<file path="src/design/two_link_arm_pd_sim_step_core_macros.svh">
// ---------------------------------------------------------------------------
// Assertion macros for the two-link arm tick core
// Clocked on clk, quiet while rst_n is low.
// ---------------------------------------------------------------------------
`ifndef TWO_LINK_ARM_PD_SIM_STEP_CORE_MACROS_SVH
`define TWO_LINK_ARM_PD_SIM_STEP_CORE_MACROS_SVH

// same-cycle implication
`define TLA_ASSERT_IMP(lbl, ante, cons, msg) \
  lbl: assert property (@(posedge clk) disable iff (!rst_n) (ante) |-> (cons)) \
    else $error(msg);

// next-cycle implication
`define TLA_ASSERT_NXT(lbl, ante, cons, msg) \
  lbl: assert property (@(posedge clk) disable iff (!rst_n) (ante) |=> (cons)) \
    else $error(msg);

`endif

</file>
<file path="src/design/tlarm_pkg.sv">
// ---------------------------------------------------------------------------
// tlarm_pkg
// Shared types, constants and saturation helper for the two-link arm core.
// ---------------------------------------------------------------------------
package tlarm_pkg;

  localparam int STEP_FRAC = 16;
  localparam logic signed [31:0] INV_TWO_PI_Q32 = 32'sd683565276;
  localparam longint PI_Q30 = 64'sd3373259426;

  typedef enum logic [2:0] {
    CFG_PROP_GAIN  = 3'd0,
    CFG_DERIV_GAIN = 3'd1,
    CFG_TIME_STEP  = 3'd2,
    CFG_INERTIA_A  = 3'd3,
    CFG_INERTIA_B  = 3'd4,
    CFG_COUPLING_C = 3'd5
  } cfg_reg_t;

  typedef struct packed {
    logic              load;
    logic              step_scale;
    logic signed [31:0] opa;
    logic signed [31:0] opb;
  } mul_req_t;

  typedef struct packed {
    logic               start;
    logic signed [63:0] num;
    logic signed [63:0] den;
  } div_req_t;

  typedef struct packed {
    logic               done;
    logic signed [31:0] quot;
  } div_rsp_t;

  function automatic logic signed [31:0] sat32(input logic signed [65:0] v);
    logic signed [31:0] r;
    if (v > 66'sd2147483647) begin
      r = 32'sh7fffffff;
    end else if (v < -66'sd2147483648) begin
      r = 32'sh80000000;
    end else begin
      r = v[31:0];
    end
    return r;
  endfunction

endpackage

</file>
<file path="src/design/tlarm_mul.sv">
// ---------------------------------------------------------------------------
// tlarm_mul
// Shared 32x32 signed multiplier: registered operands, registered product,
// then a rounded (half up) and saturated fixed-point result registered from the product.
// ---------------------------------------------------------------------------
module tlarm_mul #(
  parameter int FRAC_BITS = 16
) (
  input  logic                clk,
  input  tlarm_pkg::mul_req_t req,
  output logic signed [63:0]  prod,
  output logic signed [31:0]  fm
);
  import tlarm_pkg::*;

  localparam logic signed [64:0] HALF_FRAC = 65'sd1 <<< (FRAC_BITS - 1);
  localparam logic signed [64:0] HALF_STEP = 65'sd1 <<< (STEP_FRAC - 1);

  logic signed [31:0] a_r, b_r;
  logic               step_r, step2_r;
  logic signed [63:0] prod_r;
  logic signed [31:0] fm_r;
  logic signed [63:0] prod_w;
  logic signed [64:0] rnd_frac, rnd_step;

  assign prod_w   = a_r * b_r;
  assign rnd_frac = (65'(prod_r) + HALF_FRAC) >>> FRAC_BITS;
  assign rnd_step = (65'(prod_r) + HALF_STEP) >>> STEP_FRAC;

  always_ff @(posedge clk) begin
    if (req.load) begin
      a_r    <= req.opa;
      b_r    <= req.opb;
      step_r <= req.step_scale;
    end
    prod_r  <= prod_w;
    step2_r <= step_r;
    fm_r    <= step2_r ? sat32(66'(rnd_step)) : sat32(66'(rnd_frac));
  end

  assign prod = prod_r;
  assign fm   = fm_r;

endmodule

</file>
<file path="config.mk">
export PLATFORM = sky130hd
export DESIGN_NAME = tlarm_mul
export DESIGN_NICKNAME = d
export VERILOG_FILES = /design/src/design/two_link_arm_pd_sim_step_core_macros.svh /design/src/design/tlarm_pkg.sv /design/src/design/tlarm_mul.sv
export SDC_FILE = /design/constraint.sdc
export NUM_CORES = 2
export LEC_CHECK = 0
export BUFFER_PORTS_ARGS = -buffer_cell sky130_fd_sc_hd__buf_2
export CORE_UTILIZATION = 45
export CTS_CLUSTER_DIAMETER = 200
export DETAILED_ROUTE_END_ITERATION = 8
export PLACE_DENSITY_LB_ADDON = 0.08
export SLEW_MARGIN = 20
export SYNTH_ARGS = -nofsm -noshare
export SYNTH_HDL_FRONTEND = slang
export SYNTH_SLANG_ARGS = --single-unit
export TNS_END_PERCENT = 5
</file>
<file path="constraint.sdc">
create_clock -name clk -period 18.3 [get_ports clk]
set_clock_uncertainty 0.15 [all_clocks]
set_input_delay 3.66 -clock clk [delete_from_list [all_inputs] [get_ports clk]]
set_output_delay 3.66 -clock clk [all_outputs]
set_load 0.01 [all_outputs]
</file>
==> flow_metrics.py <==
metrics = {
    "status": {
        "status": "complete, no violations",
    },
    "die": {
        "io_pins": 163,
        "fp-row-count": 110,
        "die_h_um": 305,
        "die_area_um2": 93100,
        "initial_core_util_pct": 45.7,
        "fp.dieW_um": 305,
        "core-area_um2": 90600,
    },
    "routing": {
        "drt_wl_total_mm": 110,
        "wire_per_inst_um": 20.2,
        "drt_iter0_drc": 1415,
        "dr.pass1.iters": 5,
        "drc": 0,
        "postRouteAntennaNets": 0,
        "vias": 27900,
        "viasPerCell": 5.11,
    },
    "worst_setup_path": {
        "required_ns": 18.59,
        "worst_ep_arrival_time_ns": 9.52,
        "critical_path_class": "flip-flop to flip-flop",
        "cp_max_fo": 32,
        "end_kind": "flip-flop",
        "cp-start-kind": "flip-flop",
    },
    "sta": {
        "rsz0062_at_grt": "false",
        "period_minus_slack_ns": 9.23,
        "slew_headroom_pct": 31.9,
        "fin_crit_sh_pct": 50.4,
        "tns_ns": 0,
        "hold_viol_final": 0,
        "worst_slew_pin_slew_ns": 1.02,
        "clock.fmax_mhz": 108,
        "setup_viol": 0,
        "finalMaxSlewViolations": 0,
    },
    "global_routing": {
        "overflow": 0,
        "grt_pass1_wl_mm": 181,
        "antenna_found_initial": 2,
        "grt_usage_pct": 25.6,
        "grt_start_max_net_pins": 65,
        "first_global_vias": 31400,
    },
    "yosys": {
        "synth_mux_area_share_pct": 0.0514,
        "synthTopCellsByArea": "fa_1 52%, inv_1 9.0%, and2_1 7.9%, ha_1 5.6%, nand2_1 4.8%",
        "yosysWarnings": 0,
        "ys_seq_elements": 160,
        "netlist_instances": 4241,
        "yosysTopAreaCell": "fa_1",
        "yosys.area_share.simple_pct": 15.5,
        "synthAdderAreaFrac_pct": 58.0,
        "synth_ff_type": "dfxtp_1",
        "netlist.area_leader.share_pct": 52.4,
        "synth_top_family_by_area": "adder cells",
        "async_flop_share_pct": 0,
        "ys_seq_area_share_pct": 9.29,
        "synthesis.nets": 5575,
        "synth.distinct_cells": 67,
        "synth_xor_area_share_pct": 2.18,
        "synthesis.area_um2": 41400,
        "synth_edf_count": 64,
        "synth-compound-area-share_pct": 3.93,
        "postSynthAreaPerCell_um2": 9.75,
    },
    "cts": {
        "numCtsBuffers": 17,
        "cts.htree.levels": 4,
        "clk_latency_ns": 0.52,
        "post_cts_buffers": 0,
        "ctsResizeCount": 0,
        "hold_buffers": 0,
        "cts.path.max_buffers": 2,
        "cts.sinks": 160,
        "cts_tree": "done",
        "cts.root.buffer_cell": "clkbuf_16",
        "clk_pin_slew_worst_paths_ns": 0.07,
    },
    "place": {
        "routabilityCongestion": 0.843,
        "hpwl_mm": 86.1,
        "placed_cells": 5433,
        "port-buffer-count": 161,
    },
    "layout": {
        "fin_cells": 5467,
        "layout-drive-gt1-share_pct": 7.23,
        "n_fill_cell": 8785,
        "fin_util_pct": 48.5,
        "area_growth_pct": 6.22,
        "regArea_um2": 3840,
        "fin_nets": 5610,
        "multiInputGateArea_um2": 33000,
    },
    "flow_run": {
        "drv_cap": 0,
    },
    "worst_hold_path": {
        "holdCritPathClass": "flip-flop to flip-flop",
    },
}
[cells by family (layout without fill, tap and decap cells)]
| family | after synthesis | after routing |
|---|---|---|
| flip-flops | 160 | 160 |
| XOR/XNOR | 103 | 103 |
| multiplexers | 2 | 2 |
| adder cells (fa/ha/maj) | 1267 | 1267 |
| AND/OR/NAND/NOR | 1256 | 1256 |
| AO/OA/AOI/OAI | 243 | 243 |
| buffers and inverters | 1210 | 1258 |
| other | 0 | 2 |
[layout by cell type, fill, tap and decap left out, drive strengths merged, types with 50 or more instances in the layout]
cell / synthesis / layout
a21oi: 107 / 107
and2: 520 / 520
buf: 7 / 229
dfxtp: 96 / 96
edfxtp: 64 / 64
fa: 1082 / 1082
ha: 185 / 185
inv: 997 / 1006
nand2: 533 / 533
nor2: 50 / 50
xnor2: 62 / 62
[cell usage after synthesis (3+ instances only)]
cell type / instances
a211oi_1: 5
a21o_1: 23
a21oi_1: 76
a21oi_2: 31
a221oi_1: 3
a31oi_1: 9
and2_1: 520
and3_1: 14
and4_1: 8
buf_4: 3
buf_6: 3
clkbuf_1: 206
dfxtp_1: 96
edfxtp_1: 64
fa_1: 1082
ha_1: 185
inv_1: 997
nand2_1: 533
nand2b_1: 9
nand3_1: 35
nand4_1: 20
nor2_1: 50
nor2b_1: 32
nor3_1: 10
nor4_1: 4
o2111ai_1: 3
o211ai_1: 5
o21a_1: 4
o21ai_0: 35
o21ai_1: 5
o21bai_1: 16
o221a_2: 3
or2_2: 5
or3_1: 5
xnor2_1: 62
xor2_1: 41
[sequential cells by signal, indices dropped and copies added, names as in the netlist]
| signal | cells |
|---|---|
| prod | 64 |
| a_r | 32 |
| b_r | 32 |
| fm | 32 |
[per-stage QoR]
stage / hold slack [ns] / worst slack, ns / instance area [um^2]
floorplan: 0.358 / 10.45 / 41400
global placement: 0.481 / 9.10 / 43300
detailed placement: 0.486 / 9.03 / 43300
CTS: 0.493 / 9.00 / 43900
global route: 0.523 / 8.50 / 43900
finish: 0.481 / 9.07 / 43900
[critical path, stage by stage, from the launching register on]
cell	delay (ns)
edfxtp_1	0.32
buf_4	0.45
nand2_1	0.18
inv_1	0.16
fa_1	0.46
fa_1	0.49
fa_1	0.78
fa_1	1.16
inv_1	0.41
fa_1	0.59
inv_1	0.06
fa_1	0.55
fa_1	0.45
fa_1	0.49
ha_1	0.38
a21o_1	0.20
a21oi_1	0.21
o21a_1	0.18
o21ai_0	0.12
a22o_1	0.20
a31oi_1	0.31
a31oi_1	0.27
a221oi_1	0.39
xnor2_1	0.17
[layout make-up]
class	count	share of cell area, %
Tap cell	1176	3.35
Antenna cell	2	0.0114
Timing Repair Buffer	229	3.00
Multi-Input combinational cell	2871	75.0
Inverter	997	8.52
Clock buffer	18	0.977
Clock inverter	14	0.382
Sequential cell	160	8.75
[per-layer routing]
metal,vias to the layer above,routed length [um],global-route usage [%],part of all wire (%)
met5,-,0,0,0
met4,0,2930,7.69,2.6
met3,123,4620,2.89,4.2
met2,625,54200,43.4,49
met1,14800,48700,34.5,44
li1,12400,-,-,-
[path summary, 6_finish.rpt]
| path | from | cells past startpoint | end | slack [ns] |
|---|---|---|---|---|
| setup / recovery | b_r[2] | 23 | prod[63] | 9.07 |
| hold / removal | prod[32] | 2 | fm[16] | 0.48 |
| setup reg to reg | b_r[2] | 23 | prod[63] | 9.07 |
| hold reg to reg | prod[32] | 2 | fm[16] | 0.48 |
Power is not shown: default switching activity piles up to over one toggle a cycle in this logic, so the estimate is an artifact.
