--- config.mk ---
export PLATFORM = sky130hd
export DESIGN_NAME = tlarm_div
export DESIGN_NICKNAME = d
export VERILOG_FILES = /design/src/design/tlarm_pkg.sv /design/src/design/tlarm_div.sv
export VERILOG_INCLUDE_DIRS = /design/src /design/src/design
export SDC_FILE = /design/constraint.sdc
export NUM_CORES = 1
export LEC_CHECK = 0
export BUFFER_PORTS_ARGS = -buffer_cell sky130_fd_sc_hd__buf_2
export CAP_MARGIN = 10
export CORE_MARGIN = 3
export CORE_UTILIZATION = 55
export CTS_CLUSTER_DIAMETER = 80
export CTS_CLUSTER_SIZE = 24
export DETAILED_ROUTE_END_ITERATION = 8
export GPL_TIMING_DRIVEN = 0
export PLACE_DENSITY = 0.83
export SYNTH_ARGS = -nofsm -noshare
export SYNTH_HDL_FRONTEND = slang
export SYNTH_SLANG_ARGS = --single-unit
--- constraint.sdc ---
create_clock -name clk -period 5.6 [get_ports clk]
set_input_delay 1.12 -clock clk [delete_from_list [all_inputs] [get_ports clk]]
set_output_delay 1.12 -clock clk [all_outputs]
set_load 0.02 [all_outputs]
--- src/design/two_link_arm_pd_sim_step_core_macros.svh ---
// ---------------------------------------------------------------------------
// Assertion macros for the two-link arm tick core
// Clocked on clk, quiet while rst_n is low.
// ---------------------------------------------------------------------------
`ifndef TWO_LINK_ARM_PD_SIM_STEP_CORE_MACROS_SVH
`define TWO_LINK_ARM_PD_SIM_STEP_CORE_MACROS_SVH

// same-cycle implication
`define TLA_ASSERT_IMP(lbl, ante, cons, msg) \
  lbl: assert property (@(posedge clk) disable iff (!rst_n) (ante) |-> (cons)) \
    else $error(msg);

// next-cycle implication
`define TLA_ASSERT_NXT(lbl, ante, cons, msg) \
  lbl: assert property (@(posedge clk) disable iff (!rst_n) (ante) |=> (cons)) \
    else $error(msg);

`endif

--- src/design/tlarm_pkg.sv ---
// ---------------------------------------------------------------------------
// tlarm_pkg
// Shared types, constants and saturation helper for the two-link arm core.
// ---------------------------------------------------------------------------
package tlarm_pkg;

  localparam int STEP_FRAC = 16;
  localparam logic signed [31:0] INV_TWO_PI_Q32 = 32'sd683565276;
  localparam longint PI_Q30 = 64'sd3373259426;

  typedef enum logic [2:0] {
    CFG_PROP_GAIN  = 3'd0,
    CFG_DERIV_GAIN = 3'd1,
    CFG_TIME_STEP  = 3'd2,
    CFG_INERTIA_A  = 3'd3,
    CFG_INERTIA_B  = 3'd4,
    CFG_COUPLING_C = 3'd5
  } cfg_reg_t;

  typedef struct packed {
    logic              load;
    logic              step_scale;
    logic signed [31:0] opa;
    logic signed [31:0] opb;
  } mul_req_t;

  typedef struct packed {
    logic               start;
    logic signed [63:0] num;
    logic signed [63:0] den;
  } div_req_t;

  typedef struct packed {
    logic               done;
    logic signed [31:0] quot;
  } div_rsp_t;

  function automatic logic signed [31:0] sat32(input logic signed [65:0] v);
    logic signed [31:0] r;
    if (v > 66'sd2147483647) begin
      r = 32'sh7fffffff;
    end else if (v < -66'sd2147483648) begin
      r = 32'sh80000000;
    end else begin
      r = v[31:0];
    end
    return r;
  endfunction

endpackage

--- src/design/tlarm_div.sv ---
// ---------------------------------------------------------------------------
// tlarm_div
// Radix-2 restoring divider on magnitudes, one quotient bit a cycle,
// truncating toward zero, result saturated to 32 bits.
// ---------------------------------------------------------------------------
`include "two_link_arm_pd_sim_step_core_macros.svh"

module tlarm_div (
  input  logic                clk,
  input  logic                rst_n,
  input  tlarm_pkg::div_req_t req,
  output tlarm_pkg::div_rsp_t rsp
);
  import tlarm_pkg::*;

  localparam int DIV_STEPS = 64;
  localparam int CNT_W = $clog2(DIV_STEPS);

  logic             busy_r, fin_r, done_r;
  logic [CNT_W-1:0] cnt_r;
  logic [63:0]      dvd_r, dsr_r, rem_r;
  logic             neg_r, zden_r, nneg_r, nzero_r;
  logic signed [31:0] quot_r;

  logic [64:0] trial_w, diff_w;
  logic        qbit_w;
  logic [63:0] num_mag, den_mag;
  logic signed [31:0] fin_w;

  assign num_mag = req.num[63] ? (~req.num + 64'd1) : req.num;
  assign den_mag = req.den[63] ? (~req.den + 64'd1) : req.den;
  assign trial_w = {rem_r, dvd_r[63]};
  assign diff_w  = trial_w - {1'b0, dsr_r};
  assign qbit_w  = !diff_w[64];

  always_comb begin
    if (zden_r) begin
      if (nzero_r) fin_w = 32'sd0;
      else if (nneg_r) fin_w = 32'sh80000000;
      else fin_w = 32'sh7fffffff;
    end else if (!neg_r) begin
      fin_w = (dvd_r[63:31] != 33'd0) ? 32'sh7fffffff : $signed(dvd_r[31:0]);
    end else begin
      // magnitude 2^31 still fits once negated
      if (dvd_r[63:32] != 32'd0 || (dvd_r[31] && dvd_r[30:0] != 31'd0)) begin
        fin_w = 32'sh80000000;
      end else begin
        fin_w = $signed(-dvd_r[31:0]);
      end
    end
  end

  always_ff @(posedge clk) begin
    if (!rst_n) begin
      busy_r <= 1'b0;
      fin_r  <= 1'b0;
      done_r <= 1'b0;
      cnt_r  <= '0;
    end else begin
      done_r <= 1'b0;
      fin_r  <= 1'b0;
      if (req.start) begin
        neg_r   <= req.num[63] ^ req.den[63];
        zden_r  <= (req.den == 64'sd0);
        nneg_r  <= req.num[63];
        nzero_r <= (req.num == 64'sd0);
        dvd_r   <= num_mag;
        dsr_r   <= den_mag;
        rem_r   <= '0;
        cnt_r   <= '0;
        busy_r  <= (req.den != 64'sd0);
        fin_r   <= (req.den == 64'sd0);
      end else if (busy_r) begin
        rem_r <= qbit_w ? diff_w[63:0] : trial_w[63:0];
        dvd_r <= {dvd_r[62:0], qbit_w};
        cnt_r <= cnt_r + 1'b1;
        if (cnt_r == CNT_W'(DIV_STEPS - 1)) begin
          busy_r <= 1'b0;
          fin_r  <= 1'b1;
        end
      end
      if (fin_r) begin
        quot_r <= fin_w;
        done_r <= 1'b1;
      end
    end
  end

  assign rsp.done = done_r;
  assign rsp.quot = quot_r;

  `TLA_ASSERT_NXT(a_done_pulse, done_r, !done_r, "divider done held for more than one cycle")
  `TLA_ASSERT_IMP(a_busy_fin_excl, busy_r, !fin_r, "divider finishing while still iterating")
  `TLA_ASSERT_NXT(a_zero_den_skip, req.start && req.den == 64'sd0, fin_r && !busy_r, "zero divisor not short-cut")

endmodule

==> results.cfg, run 1 <==
[status]
status = completed

[logic_synthesis]
synthCells = 1792
synth_largest_area_cell = edfxtp_1
synth_most_common_cell = edfxtp_1
synth_nets = 1992
syn-cell-area_sq_um = 16700
yosysWarnings = 0
synth_edf_count = 228
netlist_top_cells_area = edfxtp_1 (41%), xnor2_1 (5.3%), ha_1 (5.1%), a21oi_1 (4.5%), xor2_1 (4.3%)
synth_seq_area_share = 0.420
yosys-top-cells-count = edfxtp_1 (228), nor2_1 (183), a21oi_1 (152), o21ai_0 (122), nand2_1 (119)
ys_types = 68
synth_ff_type = edfxtp_1
synth_top_area_frac = 0.409
synth_area_per_cell_sq_um = 9.34
async_flop_share = 0
synth_seq_cells = 237

[global_routing]
grt_max_degree = 59
grt_pass1_wl_um = 75300
grt_pass1_vias = 14100
grt_overflow = 0
grt_util_all_layers = 0.284
antenna_found_initial = 8

[floorplan]
ioPinCount = 164
fp.dieW_um = 180
rows = 63
die-area_sq_um = 32600
die_y_um = 180
start_util = 0.562
coreArea_sq_um = 29800

[pwr]
power.density_nw_per_um2 = 274
pwr-share-seq = 0.434
p_int_mw = 3.40
clkPwrFrac = 0.246
p_comb_frac = 0.320
switching_share = 0.338
p_leak_nw = 7.23
p_sw_mw = 1.73
irDropWorstVdd_v = 0.000215

[setup_path]
cp-endpoint = rem_r[58]
crit_path_start_kind = register
rrSetupSlack_ns = 0.38
r2r_cells = 14
rr_endpoint = rem_r[58]
cp_slowest_cell = o41ai_1
crit_start = dvd_r[63]
path_cells = inv_1 > ha_1 > fa_1 > nand2b_1 > a21oi_1 > o211ai_1 > o21ai_0 > a31oi_1 > o21a_1 > o41ai_1 > xor2_2 > nor2_1 > clkbuf_1 > a32o_1
worst_r2r_startpoint = dvd_r[63]
cpPeakStageDelay_ns = 0.69
criticalPathCategory = register to register
crit_arrival_ns = 5.57
endpoint_kind = register
critPathRequiredTime_ns = 5.95
worstPathMaxFanout = 10

[timing]
drv_slew = 0
setup_viol_count_final = 0
post-route-min-period_ns = 5.22
final.period_utilization = 0.932
clock_skew_ns = 0.0450
slew-limit-headroom = 0.290
rsz0062_at_grt = false
timing.fmax_mhz = 192
hold_slack_ns = 0.476
worst_pin_slew_ns = 1.06
hold_viol_final = 0

[clock_tree]
numCtsBuffers = 16
htree_levels = 1
clk_pin_slew_ns = 0.09
post_cts_resized = 0
cts-root-buf = clkbuf_16
cts_tree = yes
cts_max_path_buffers = 3
clk_latency_ns = 0.53
post_cts_buffers = 0
cts_hold_buf = 0
clock-sinks = 237

[detailed_routing]
drt_wl_total_um = 48500
dr_wl_met3_um = 3880
met2_length_um = 22200
vias_per_cell = 6.28
drt-met1-wl_um = 20700
vias = 15000
drc = 0
detail-route-antenna-nets = 0
post_drt_wl_per_cell_um = 20.4
top_layer_used = met5
drt-initial-drc-count = 1742
drtPass1Iterations = 6

[cells_and_area]
final_cell_area_sq_um = 18700
n_fill_cell = 2493
regArea_sq_um = 7030
multi_input_area_sq_um = 9030
layout-drive-gt1-share = 0.120
synthToLayoutAreaGrowth_pct = 11.6
nets = 2175

[placed_design]
dpl-instance-area_sq_um = 18100
hpwl_um = 37100
port_buffers = 161
place_congestion = 0.988

[hold_path]
hp-class = register to register

[flow_run]
maxCapViolations = 0
[metal layers]
metal | vias up | track usage
met5 | - | 0
met4 | 2 | 0.103
li1 | 7010 | -
met3 | 104 | 0.0341
met1 | 7153 | 0.404
met2 | 686 | 0.452
[power by group through the flow]
stage,registers [mW],logic (mW),clock network [mW]
2_1_floorplan,2.23,1.17,0
3_3_place_gp,2.27,1.55,0
3_5_place_dp,2.26,1.60,0
4_1_cts,2.22,1.61,1.27
5_1_grt,2.24,1.81,1.33
6_report,2.22,1.64,1.26
[final cells by class]
cell class                 instances  area share
antenna                            7    0.000937
buffer                            76      0.0160
clock buffer                      22      0.0254
clock inverter                     5     0.00261
inverter                         109      0.0219
multi-input combinational       1370       0.483
sequential                       237       0.376
tap                              390      0.0261
timing repair buffer             165      0.0482
[stage by stage]
stage | cells | total power [mW] | setup TNS (ns) | worst slack [ns] | utilization
3_5_place_dp | 2347 | 3.86 | 0 | 0.368 | 0.609
3_3_place_gp | 2343 | 3.82 | -191.99 | -1.51 | 0.605
5_1_grt | 2381 | 5.37 | 0 | 0.0411 | 0.627
6_report | 2381 | 5.13 | 0 | 0.379 | 0.627
4_1_cts | 2374 | 5.10 | 0 | 0.298 | 0.626
2_1_floorplan | 1792 | 3.40 | 0 | 0.320 | -
[critical path: cells and delay by family, from the launching register on]
| family | cells | cell delay [ns] |
|---|---|---|
| AO/OA/AOI/OAI | 7 | 2.32 |
| XOR/XNOR | 1 | 0.36 |
| adder cells (fa/ha/maj) | 2 | 0.64 |
| buffers and inverters | 2 | 0.58 |
| flip-flops | 1 | 0.40 |
| AND/OR/NAND/NOR | 2 | 0.74 |
[layout by cell type, fill, tap and decap left out, types with 68 or more instances in the layout]
cell | synthesis | final
xnor2_1 | 101 | 101
ha_1 | 68 | 68
a21oi_1 | 152 | 152
buf_2 | 4 | 165
clkbuf_1 | 69 | 71
nor2_1 | 183 | 182
o21ai_0 | 122 | 122
nand2_1 | 119 | 119
xor2_1 | 83 | 82
inv_1 | 109 | 108
edfxtp_1 | 228 | 228
[flip-flops by register name, indices dropped and copies added, names as in the netlist, 6 cells and up]
name / flops
dsr_r: 64
rem_r: 64
dvd_r: 64
cnt_r: 6
quot_r: 32
[kinds of logic (layout without fill, tap and decap cells)]
| logic type | count (synthesis) | count (layout) | synth area share |
|---|---|---|---|
| AND/OR/NAND/NOR | 567 | 567 | 0.168 |
| AO/OA/AOI/OAI | 494 | 494 | 0.187 |
| flip-flops | 237 | 237 | 0.420 |
| buffers and inverters | 185 | 377 | 0.0422 |
| XOR/XNOR | 184 | 184 | 0.0962 |
| adder cells (fa/ha/maj) | 69 | 69 | 0.0520 |
| multiplexers | 56 | 56 | 0.0342 |
| other | 0 | 7 | 0 |
[worst min-delay path by stage]
stage | depth (start not counted) | endpoint | slack, ns | from
final | 1 | done_r | 0.48 | fin_r
after detailed placement | 1 | done_r | 0.46 | fin_r
after floorplan | 1 | done_r | 0.43 | fin_r
after global routing | 1 | done_r | 0.50 | fin_r
after CTS | 1 | done_r | 0.48 | fin_r
after global placement | 1 | done_r | 0.43 | fin_r
Note: power is estimated with default switching activity, not from simulation.
==> inputs of run 2 (changes only) <==
--- a/config.mk
+++ b/config.mk
@@ -6,12 +6,12 @@
 export SDC_FILE = /design/constraint.sdc
 export NUM_CORES = 1
 export LEC_CHECK = 0
+export ABC_AREA = 1
 export BUFFER_PORTS_ARGS = -buffer_cell sky130_fd_sc_hd__buf_2
 export CAP_MARGIN = 10
 export CORE_MARGIN = 3
-export CORE_UTILIZATION = 55
+export CORE_UTILIZATION = 56
 export CTS_CLUSTER_DIAMETER = 80
-export CTS_CLUSTER_SIZE = 24
 export DETAILED_ROUTE_END_ITERATION = 8
 export GPL_TIMING_DRIVEN = 0
 export PLACE_DENSITY = 0.83
==> constraint.sdc (replaced) <==
create_clock -name clk -period 5.6 [get_ports clk]
set_input_delay 0.84 -clock clk [delete_from_list [all_inputs] [get_ports clk]]
set_output_delay 0.84 -clock clk [all_outputs]
set_load 0.02 [all_outputs]
==> results.cfg, run 2 <==
[cells_and_area]
stdcell_count = 4052
layout-drive-gt1-share = 0.0865
antenna_cells = 0
synthToLayoutAreaGrowth_pct = 12.2
final_cell_mix = nand2_1 (1131), inv_1 (570), nor2_1 (452)
final_common_cell = nand2_1
top_regs = dsr_r (64), dvd_r (64), rem_r (64)
nets = 3725

[logic_synthesis]
syn-cell-area_sq_um = 21200
synth_seq_cells = 237
synth_most_common_cell = nand2_1
synth_nets = 3525
synth_area_per_cell_sq_um = 6.39
netlist_top_cells_area = edfxtp_1 (32%), nand2_1 (20%), inv_1 (10%), nor2_1 (8.0%), xor2_1 (5.3%)
synth_largest_area_cell = edfxtp_1
synth_top_area_frac = 0.322
synth_edf_count = 228
yosys-top-cells-count = nand2_1 (1131), inv_1 (571), nor2_1 (452), edfxtp_1 (228), nand3_1 (153)
synth_ff_type = edfxtp_1
async_flop_share = 0
yosysWarnings = 0
ys_types = 46
synthCells = 3325
synth_seq_area_share = 0.331

[timing]
setup_slack_ns = 2.10
rsz0062_at_grt = false
drv_slew = 0
hold_viol_final = 0
worst_pin_slew_ns = 0.992
slew-limit-headroom = 0.339
clock_skew_ns = 0.0192
timing.fmax_mhz = 286
post-route-min-period_ns = 3.50
setup_viol_count_final = 0
final.period_utilization = 0.625
hold_slack_ns = 0.477

[clock_tree]
htree_levels = 1
cts_max_path_buffers = 3
numCtsBuffers = 29
post_cts_buffers = 0
cts-root-buf = clkbuf_16
clk_latency_ns = 0.58
post_cts_resized = 0
clk_pin_slew_ns = 0.07
cts_hold_buf = 0
cts_tree = yes
clock-sinks = 237

[floorplan]
rows = 70
die-area_sq_um = 40300
fp.dieW_um = 201
start_util = 0.575
coreArea_sq_um = 37000
ioPinCount = 164
die_y_um = 201

[setup_path]
worstPathMaxFanout = 24
endpoint_kind = register
criticalPathCategory = input pin to register
crit_start = req[128]
crit_arrival_ns = 3.83
worst_r2r_startpoint = dvd_r[63]
critPathRequiredTime_ns = 5.93
crit_path_start_kind = input pin
rrSetupSlack_ns = 2.37

[detailed_routing]
drc = 0
detail-route-antenna-nets = 0
drtPass1Iterations = 6
drt-initial-drc-count = 2916
vias = 22200
drt_wl_total_um = 69800
post_drt_wl_per_cell_um = 17.2
vias_per_cell = 5.48

[placed_design]
port_buffers = 162
hpwl_um = 56600
post-place-ws_ns = 1.61
place_congestion = 1.06
dp.cells = 3997

[global_routing]
grt_overflow = 0
antenna_found_initial = 1
grt_max_degree = 49
grt_util_all_layers = 0.338
grt_pass1_vias = 20200
grt_pass1_wl_um = 108000

[flow_run]
maxCapViolations = 0

[status]
status = completed

[pwr]
power.density_nw_per_um2 = 258
irDropWorstVdd_v = 0.000202
p_leak_nw = 12.0

[hold_path]
hp-class = input pin to register
hold_start = req[0]
[run 2: cell count changes after synthesis, moves of 28 or more]
cell,change
nand2_1,+1012
inv_1,+462
nor2_1,+269
nand3_1,+132
xnor2_1,-84
a21oi_1,-70
mux2i_1,-46
xor2_1,+46
a21o_1,-36
o31ai_1,-36
or3_1,-35
nand4_1,+28
[run 2: report_power, final]
part | internal, mW | leakage, nW | total (mW) | switching [mW]
Combinational | 0.633 | 9.30 | 2.02 | 1.39
Sequential | 2.13 | 2.28 | 2.21 | 0.0821
Clock | 1.08 | 0.467 | 1.91 | 0.830
Total | 3.84 | 12.0 | 6.14 | 2.30
[run 2: final cells by class]
cell class	instances	area, sq um
fillers	3503	13100
clock inverters	20	195
inverters	591	2220
repair buffers	169	981
multi-input cells	2430	11700
flip-flops and latches	237	7030
well taps	504	631
clock buffers	34	764
plain buffers	67	322
[run 2: path summary, 6_finish.rpt]
kind                                  end  depth (start not counted)
worst max-delay path             rem_r[5]                          8
worst max register to register  rem_r[42]                         20
worst min-delay path             dsr_r[0]                          1
worst min register to register   cnt_r[5]                          2
[run 2: worst max-delay path, cell delays in order]
cell,delay [ns]
buf_2,0.13
inv_2,0.19
clkbuf_1,0.77
clkbuf_1,0.80
a21oi_4,0.41
buf_16,0.28
buf_12,0.18
buf_16,0.17
[run 2: cells by family after synthesis]
group | Yosys count | share of synthesized area
xor+xnor | 146 | 0.0602
compound gates | 270 | 0.0672
simple gates | 1945 | 0.381
buf+inv | 658 | 0.120
fa+ha+maj | 69 | 0.0410
flops | 237 | 0.331
[run 2: metrics by stage]
step           utilization  TNS [ns]  power, mW  instance area [sq um]
2_1_floorplan            -         0       3.57                  21200
3_3_place_gp         0.614   -293.49       4.14                  22700
3_5_place_dp         0.618         0       4.17                  22800
4_1_cts              0.644         0       6.08                  23800
5_1_grt              0.644         0       6.45                  23800
6_report             0.644         0       6.14                  23800
[run 2: metal layers]
layer | share of wire | up-vias | global-route usage
li1 | - | 10800 | -
met2 | 0.40 | 1271 | 0.491
met3 | 0.13 | 158 | 0.0691
met4 | 0.033 | 2 | 0.104
met1 | 0.43 | 9953 | 0.505
met5 | 0.00010 | - | 0
